### src/hw/rtl/chm_pkg.sv
`timescale 1ns / 1ps
`default_nettype none
package chm_pkg;
  localparam int Buckets = 256;
  localparam int PoolNodes = 256;
  localparam int NodeW = 8;
  localparam int PtrW = 9;
  localparam int CntW = 9;
  localparam logic [PtrW-1:0] NIL = 9'h1FF;

  localparam logic [1:0] OP_INSERT = 2'd0;
  localparam logic [1:0] OP_LOOKUP = 2'd1;
  localparam logic [1:0] OP_REMOVE = 2'd2;
  localparam logic [1:0] OP_NOP = 2'd3;

  localparam logic [1:0] ST_OK = 2'd0;
  localparam logic [1:0] ST_NOT_FOUND = 2'd1;
  localparam logic [1:0] ST_POOL_FULL = 2'd2;

  typedef enum logic [4:0] {
    S_INIT, S_IDLE, S_HASH, S_MOD, S_HEAD_RD, S_HEAD_WAIT, S_INS_NEXT_RD, S_INS_NEXT_WAIT,
    S_INS_WR, S_NODE_RD, S_NODE_WAIT, S_NODE_CHK, S_REM_NEXT, S_REM_FREE, S_DONE
  } state_t;

  typedef struct packed {
    logic init_step;
    logic load;
    logic hash_step;
    logic mod_start;
    logic head_rd;
    logic free_next_rd;
    logic ins_wr;
    logic node_rd;
    logic advance;
    logic unlink;
    logic free_push;
    logic set_found;
    logic respond;
    logic [1:0] status;
  } cmd_t;

  typedef struct packed {
    logic init_done;
    logic hash_done;
    logic mod_done;
    logic pool_empty;
    logic node_nil;
    logic key_match;
    logic step_limit;
    logic [1:0] opcode;
  } sts_t;

  function automatic logic [31:0] mix_stage(input logic [2:0] s, input logic [31:0] d);
    logic [31:0] r;
    case (s)
      3'd0: r = (d + 32'h7ed55d16) + (d << 12);
      3'd1: r = (d ^ 32'hc761c23c) ^ (d >> 19);
      3'd2: r = (d + 32'h165667b1) + (d << 5);
      3'd3: r = (d + 32'hd3a2646c) ^ (d << 9);
      3'd4: r = (d + 32'hfd7046c5) + (d << 3);
      3'd5: r = (d ^ 32'hb55a4f09) ^ (d >> 16);
      default: r = d;
    endcase
    return r;
  endfunction
endpackage
`default_nettype wire

### src/hw/rtl/chm_ctrl.sv
`timescale 1ns / 1ps
`default_nettype none
module chm_ctrl (
  input  wire logic clk,
  input  wire logic rst_n,
  input  wire logic start,
  output logic busy,
  input  wire chm_pkg::sts_t sts,
  output chm_pkg::cmd_t cmd
);
  chm_pkg::state_t state_r, state_nxt;

  always_ff @(posedge clk) begin
    if (!rst_n) state_r <= chm_pkg::S_INIT;
    else state_r <= state_nxt;
  end

  always_comb begin
    state_nxt = state_r;
    cmd = '0;
    cmd.status = chm_pkg::ST_OK;
    busy = 1'b1;
    case (state_r)
      chm_pkg::S_INIT: begin
        cmd.init_step = 1'b1;
        if (sts.init_done) state_nxt = chm_pkg::S_IDLE;
      end
      chm_pkg::S_IDLE: begin
        busy = 1'b0;
        if (start) begin
          cmd.load = 1'b1;
          state_nxt = chm_pkg::S_HASH;
        end
      end
      chm_pkg::S_HASH: begin
        if (sts.opcode == chm_pkg::OP_INSERT && sts.pool_empty) begin
          cmd.respond = 1'b1;
          cmd.status = chm_pkg::ST_POOL_FULL;
          state_nxt = chm_pkg::S_DONE;
        end else if (sts.opcode != chm_pkg::OP_INSERT && sts.opcode != chm_pkg::OP_LOOKUP &&
                     sts.opcode != chm_pkg::OP_REMOVE) begin
          cmd.respond = 1'b1;
          state_nxt = chm_pkg::S_DONE;
        end else begin
          // The last mixing stage is applied by the modulo start.
          if (sts.hash_done) begin
            cmd.mod_start = 1'b1;
            state_nxt = chm_pkg::S_MOD;
          end else begin
            cmd.hash_step = 1'b1;
          end
        end
      end
      chm_pkg::S_MOD: begin
        if (sts.mod_done) state_nxt = chm_pkg::S_HEAD_RD;
      end
      chm_pkg::S_HEAD_RD: begin
        cmd.head_rd = 1'b1;
        state_nxt = chm_pkg::S_HEAD_WAIT;
      end
      chm_pkg::S_HEAD_WAIT: begin
        if (sts.opcode == chm_pkg::OP_INSERT) begin
          cmd.free_next_rd = 1'b1;
          state_nxt = chm_pkg::S_INS_NEXT_WAIT;
        end else begin
          state_nxt = chm_pkg::S_NODE_RD;
        end
      end
      chm_pkg::S_INS_NEXT_RD: begin
        cmd.free_next_rd = 1'b1;
        state_nxt = chm_pkg::S_INS_NEXT_WAIT;
      end
      chm_pkg::S_INS_NEXT_WAIT: begin
        cmd.free_next_rd = 1'b1;
        state_nxt = chm_pkg::S_INS_WR;
      end
      chm_pkg::S_INS_WR: begin
        cmd.ins_wr = 1'b1;
        cmd.respond = 1'b1;
        state_nxt = chm_pkg::S_DONE;
      end
      chm_pkg::S_NODE_RD: begin
        if (sts.node_nil || sts.step_limit) begin
          cmd.respond = 1'b1;
          cmd.status = chm_pkg::ST_NOT_FOUND;
          state_nxt = chm_pkg::S_DONE;
        end else begin
          cmd.node_rd = 1'b1;
          state_nxt = chm_pkg::S_NODE_WAIT;
        end
      end
      chm_pkg::S_NODE_WAIT: state_nxt = chm_pkg::S_NODE_CHK;
      chm_pkg::S_NODE_CHK: begin
        if (sts.key_match) begin
          cmd.set_found = 1'b1;
          if (sts.opcode == chm_pkg::OP_REMOVE) begin
            state_nxt = chm_pkg::S_REM_NEXT;
          end else begin
            cmd.respond = 1'b1;
            state_nxt = chm_pkg::S_DONE;
          end
        end else begin
          cmd.advance = 1'b1;
          state_nxt = chm_pkg::S_NODE_RD;
        end
      end
      chm_pkg::S_REM_NEXT: begin
        cmd.unlink = 1'b1;
        state_nxt = chm_pkg::S_REM_FREE;
      end
      chm_pkg::S_REM_FREE: begin
        cmd.free_push = 1'b1;
        cmd.respond = 1'b1;
        state_nxt = chm_pkg::S_DONE;
      end
      chm_pkg::S_DONE: state_nxt = chm_pkg::S_IDLE;
      default: state_nxt = chm_pkg::S_IDLE;
    endcase
  end
endmodule
`default_nettype wire

### config.mk
export PLATFORM = sky130hd
export DESIGN_NAME = chm_ctrl
export DESIGN_NICKNAME = d
export VERILOG_FILES = /design/src/hw/rtl/chm_pkg.sv /design/src/hw/rtl/chm_ctrl.sv
export SDC_FILE = /design/constraint.sdc
export NUM_CORES = 1
export LEC_CHECK = 0
export ABC_AREA = 1
export BUFFER_PORTS_ARGS = -buffer_cell sky130_fd_sc_hd__buf_2
export CORE_MARGIN = 2
export CORE_UTILIZATION = 39
export CTS_CLUSTER_SIZE = 16
export DETAILED_ROUTE_END_ITERATION = 7
export HOLD_SLACK_MARGIN = 0.08
export PLACE_DENSITY = 0.72
export SYNTH_ARGS = -nofsm -noshare
export SYNTH_HDL_FRONTEND = slang
export SYNTH_SLANG_ARGS = --single-unit
export TNS_END_PERCENT = 100
### constraint.sdc
create_clock -name clk -period 1.15 [get_ports clk]
set_input_delay 0.0575 -clock clk [delete_from_list [all_inputs] [get_ports clk]]
set_output_delay 0.0575 -clock clk [all_outputs]
set_load 0.01 [all_outputs]
==> metrics.cfg, run 1 <==
[logic_synthesis]
synth_cell_types = 19
syn-instance-count = 107
avgSynthCellArea_um2 = 5.17
syn-num-nets = 119
synth_top_area_share_pct = 17.0
ys.flop_type = dfxtp_1
synth_edf_count = 0
synth.area.top_cells = nand2_1, nor2_1, dfxtp_1
async_reset_ff_share_pct = 0
synth_area_um2 = 553
synth_top_area_cell = nand2_1
synthTopCellsByCount = nand2_1, nor2_1, inv_1
ys_seq_elements = 4
synth.yosys.warnings = 0
ys_seq_area_share_pct = 14.5
synth.most_common_cell = nand2_1

[routing]
ant_nets = 0
remaining_drc_errors = 0
num_vias = 912
drtIter0Drc = 13
detail_route.first_pass.iterations = 4
totalWireLength_um = 2250
vias_per_cell = 5.12
wl_per_cell_um = 12.7

[worst_setup_path]
crit_path_max_fanout = 5
max_stage_delay_ns = 0.36
startpoint_type = flop
crit_path_top_delay_cell = dfxtp_4
cp.required_ns = 1.09
worstSetupPathType = flop to output pin
critical_path.cell_chain = buf_6, nor2_4, buf_4, nand3_2, o21ai_0, buf_2
cp-end-kind = output pin
cp.arrival_ns = 1.35

[finish]
nets = 177
final_area_um2 = 1080
fill_cells = 96
reg_top3 = state_r (4)
largest_register_ff_count = 4
final_core_util_pct = 81.7
largest_register = state_r
syn_to_final_growth_pct = 94.6
diodes = 0
drive_gt1_share_pct = 57.1

[floorplanning]
num_rows = 13
start_util_pct = 42.0
dieArea_um2 = 1740
ios = 28
dieHeight_um = 41.7
core_area_um2 = 1320
fp.dieW_um = 41.7

[placement]
placed_cell_area_um2 = 828
hpwl_um = 1410
port-buffer-count = 27
gp_congestion = 0.871

[timing]
fin_crit_ns = 1.41
worst_slack_ns = -0.259
max_clock_freq_mhz = 710
post-route-period-util_pct = 122
finalSetupViolations = 20
tightest_slew_ns = 0.226
fin_skew_ns = 0.00519
max_slew_margin_pct = 85.0
drv_slew = 0
rsz0062_at_grt = true
hold_viol = 0

[pwr]
ir_drop_mv = 1.42
leakagePower_nw = 0.621
power_mw = 2.01
power_density_nw_per_um2 = 1870

[clocking]
clock-sinks = 4
cts_buffers = 3
root_buffer = clkbuf_4
clk_pin_slew_worst_paths_ns = 0.04
clockBufferDepth = 2
cts_max_level = 1
clk_latency_ns = 0.24
cts_tree = built

[job]
max_cap_violations = 0

[grt]
grt_max_degree = 6
grt_pass1_vias = 858
grtUsageTotal_pct = 23.3
antenna_found_initial = 0
grt_pass1_wl_um = 3220
grt_overflow_total = 0

[outcome]
outcome = finished, violations left
violations = negative setup slack

[min_path]
hold_path_class = input pin to flop

placed cells by master (no fill, tap or decap):
master	synthesis	final
nand2_2	2	5
nand3_1	9	7
clkbuf_4	0	3
nor2b_1	1	1
nand2_1	25	19
dlygate4sd3_1	0	1
o21ai_1	1	2
inv_1	16	12
nand3b_1	2	2
nand4_1	1	1
nor2_4	3	7
inv_4	0	2
buf_6	0	10
inv_2	4	6
nor3_1	2	1
buf_2	0	23
nand3_2	0	2
nor2_1	23	18
a21oi_2	1	2
o21ai_0	5	4
o22ai_1	1	1
o211ai_1	1	1
nand2_4	0	3
dfxtp_4	0	4
nor3_2	0	1
nor2_2	5	6
buf_4	0	19
power by group:
part	leakage [nW]	switching [mW]	internal, mW
combinational	0.572	0.798	0.720
clock	0.0138	0.0577	0.117
sequential	0.0356	0.111	0.207
total	0.621	0.967	1.04
worst max-delay path, delay by kind of cell, from the launching register on:
kind	cells	cell delay, ns
flip-flops	1	0.36
buffers and inverters	3	0.44
AO/OA/AOI/OAI	1	0.10
AND/OR/NAND/NOR	2	0.22
per-layer routing:
layer	routed length, um	part of all wire [%]	vias up	GRT usage (%)
li1	-	-	448	-
met1	846	38	410	23.5
met2	1220	54	44	45.6
met3	112	5.0	10	1.30
met4	70	3.1	0	14.2
met5	0	0	-	0
metrics by stage:
step                      cells  worst slack (ns)  hold slack [ns]  setup TNS [ns]
after CTS                   173            -0.205            0.320           -2.31
after global routing        178            -0.309            0.378           -4.40
after detailed placement    164            -0.195            0.332          -0.818
after global placement      164            -0.185            0.324          -0.690
final                       178            -0.259            0.336           -2.79
after floorplan             107            0.0146            0.166               0
worst paths after layout:
| check | endpoint | from | depth (start not counted) | slack [ns] |
|---|---|---|---|---|
| worst max-delay path | cmd[9] | state_r[1] | 6 | -0.26 |
| worst min-delay path | state_r[0] | sts[8] | 6 | 0.34 |
| worst max register to register | state_r[0] | state_r[1] | 10 | -0.21 |
| worst min register to register | state_r[1] | state_r[1] | 2 | 0.57 |
kinds of logic (layout without fill, tap and decap cells):
logic type | Yosys count | in the layout | share of synthesized area, %
flip-flops | 4 | 4 | 14.5
AND/OR/NAND/NOR | 73 | 73 | 61.5
AO/OA/AOI/OAI | 10 | 10 | 10.4
buffers and inverters | 20 | 76 | 13.6
cell type report:
| cell class | count | area [um^2] | area share (%) |
|---|---|---|---|
| clock buffers | 3 | 22.5 | 2.09 |
| repair buffers | 53 | 380 | 35.3 |
| well taps | 15 | 18.8 | 1.74 |
| multi-input cells | 83 | 479 | 44.5 |
| flip-flops and latches | 4 | 95.1 | 8.84 |
| inverters | 20 | 80.1 | 7.44 |
what timing repair did:
action,in CTS,in global routing
resized for setup,24,19
endpoints found under the hold margin,1,0
pin swaps,12,8
buffers inserted,5,5
setup endpoints to repair,20,20
hold buffers,1,0
(Power assumes the default switching activity.)
==> run 2: changes to the inputs <==
- CORE_UTILIZATION: 39 -> 35
- PLACE_DENSITY: 0.72 -> 0.66
==> run 2 against run 1 <==
Net effect:
- the flow still finishes with violations (negative setup slack)
- first-iteration DRC count rose to 2.8 times the previous value
- register-to-register slack better by 0.04 ns
- via count fell by 1.8%
- sequential share of layout area down 0.47 points
- wire length decreased by 2.8%
- final area increased by 5.6%
- final cell count grew 3.4%
- die area is 10% higher
- utilization shrank 5.4 points
- critical path type unchanged
==> metrics.cfg, run 2 (same netlist as run 1, synthesis figures left out) <==
[outcome]
outcome = finished, violations left
violations = negative setup slack

[clocking]
cts_max_level = 1
clock-sinks = 4
cts_buffers = 3
clk_pin_slew_worst_paths_ns = 0.04
clockBufferDepth = 2
clk_latency_ns = 0.24
root_buffer = clkbuf_4
cts_tree = built

[worst_setup_path]
cp-end-kind = output pin
cp.required_ns = 1.09
worstSetupPathType = flop to output pin
startpoint_type = flop
crit_path_max_fanout = 6
cp.arrival_ns = 1.34

[placement]
hpwl_um = 1450
dp_cells = 168
gp_congestion = 0.861
port-buffer-count = 27
dp_slack_ns = -0.239
placed_cell_area_um2 = 852

[floorplanning]
num_rows = 14
dieHeight_um = 43.8
dieArea_um2 = 1910
ios = 28
fp.dieW_um = 43.8
core_area_um2 = 1490
start_util_pct = 37.1

[finish]
fill_cells = 102
final_core_util_pct = 76.3
reg_top3 = state_r (4)
syn_to_final_growth_pct = 105
drive_gt1_share_pct = 58.9
diodes = 0
largest_register_ff_count = 4
nets = 182
final_area_um2 = 1140
instances_no_fill = 184
final_cell_mix = buf_2, buf_4, nor2_1, nand2_1, inv_1
largest_register = state_r

[routing]
totalWireLength_um = 2190
remaining_drc_errors = 0
drtIter0Drc = 36
wl_per_cell_um = 11.9
detail_route.first_pass.iterations = 5
num_vias = 896
ant_nets = 0
vias_per_cell = 4.87

[timing]
max_slew_margin_pct = 82.6
fin_crit_ns = 1.40
worst_slack_ns = -0.249
tightest_slew_ns = 0.260
post-route-period-util_pct = 122
final.setup.tns_ns = -2.92
finalSetupViolations = 20
fin_skew_ns = 0.00358
drv_slew = 0
max_clock_freq_mhz = 715
rsz0062_at_grt = true
holdWs_ns = 0.310
hold_viol = 0

[grt]
grt_max_degree = 7
grt_overflow_total = 0
grt_pass1_wl_um = 3260
grtUsageTotal_pct = 22.8
antenna_found_initial = 0
grt_pass1_vias = 791

[pwr]
power_mw = 2.08
power_density_nw_per_um2 = 1830
ir_drop_mv = 1.10
leakagePower_nw = 0.630

[job]
max_cap_violations = 0

[min_path]
hold_path_class = input pin to flop

==> run 2: cell count changes in the layout (fill, tap and decap cells not counted), sizes merged <==
cell / change
buf: +5
==> run 2: routing by layer <==
metal	vias to the layer above	global-route usage, %	wire (um)
met5	-	0	0
met4	0	13.3	98
met3	11	2.08	113
met2	36	39.4	1090
met1	394	27.0	889
li1	455	-	-
==> run 2: final timing paths <==
path / startpoint / endpoint / slack [ns] / cells past startpoint
setup / recovery: state_r[1] / cmd[2] / -0.25 / 7
hold / removal: sts[6] / state_r[2] / 0.31 / 7
setup reg to reg: state_r[1] / state_r[0] / -0.17 / 9
hold reg to reg: state_r[1] / state_r[1] / 0.56 / 2
==> run 2: worst max-delay path: stages, from the launching register on <==
cell and delay [ns]:
dfxtp_4 0.36, buf_6 0.12, nor2_4 0.17, nand2_2 0.09
o21ai_1 0.09, nor2_1 0.07, nand3b_1 0.07, buf_2 0.12
==> run 2: what timing repair did <==
| action | 4_1_cts | 5_1_grt |
|---|---|---|
| hold endpoints to repair | 0 | 1 |
| hold buffers | 0 | 1 |
| resized for setup | 30 | 13 |
| pin swaps | 6 | 8 |
| buffers inserted | 7 | 5 |
| setup endpoints to repair | 20 | 20 |
==> run 2: area by class of cell <==
type	instances	area, um^2	area share [%]
Multi-Input combinational cell	83	495	43.6
Timing Repair Buffer	58	420	37.0
Sequential cell	4	95.1	8.37
Inverter	20	82.6	7.27
Clock buffer	3	22.5	1.98
Tap cell	16	20.0	1.76
==> run 2: power breakdown <==
| group | internal, mW | switching, mW | total (mW) | leakage [nW] |
|---|---|---|---|---|
| combinational | 0.779 | 0.823 | 1.60 | 0.580 |
| sequential | 0.206 | 0.0947 | 0.301 | 0.0356 |
| clock | 0.117 | 0.0624 | 0.179 | 0.0138 |
| total | 1.10 | 0.980 | 2.08 | 0.630 |
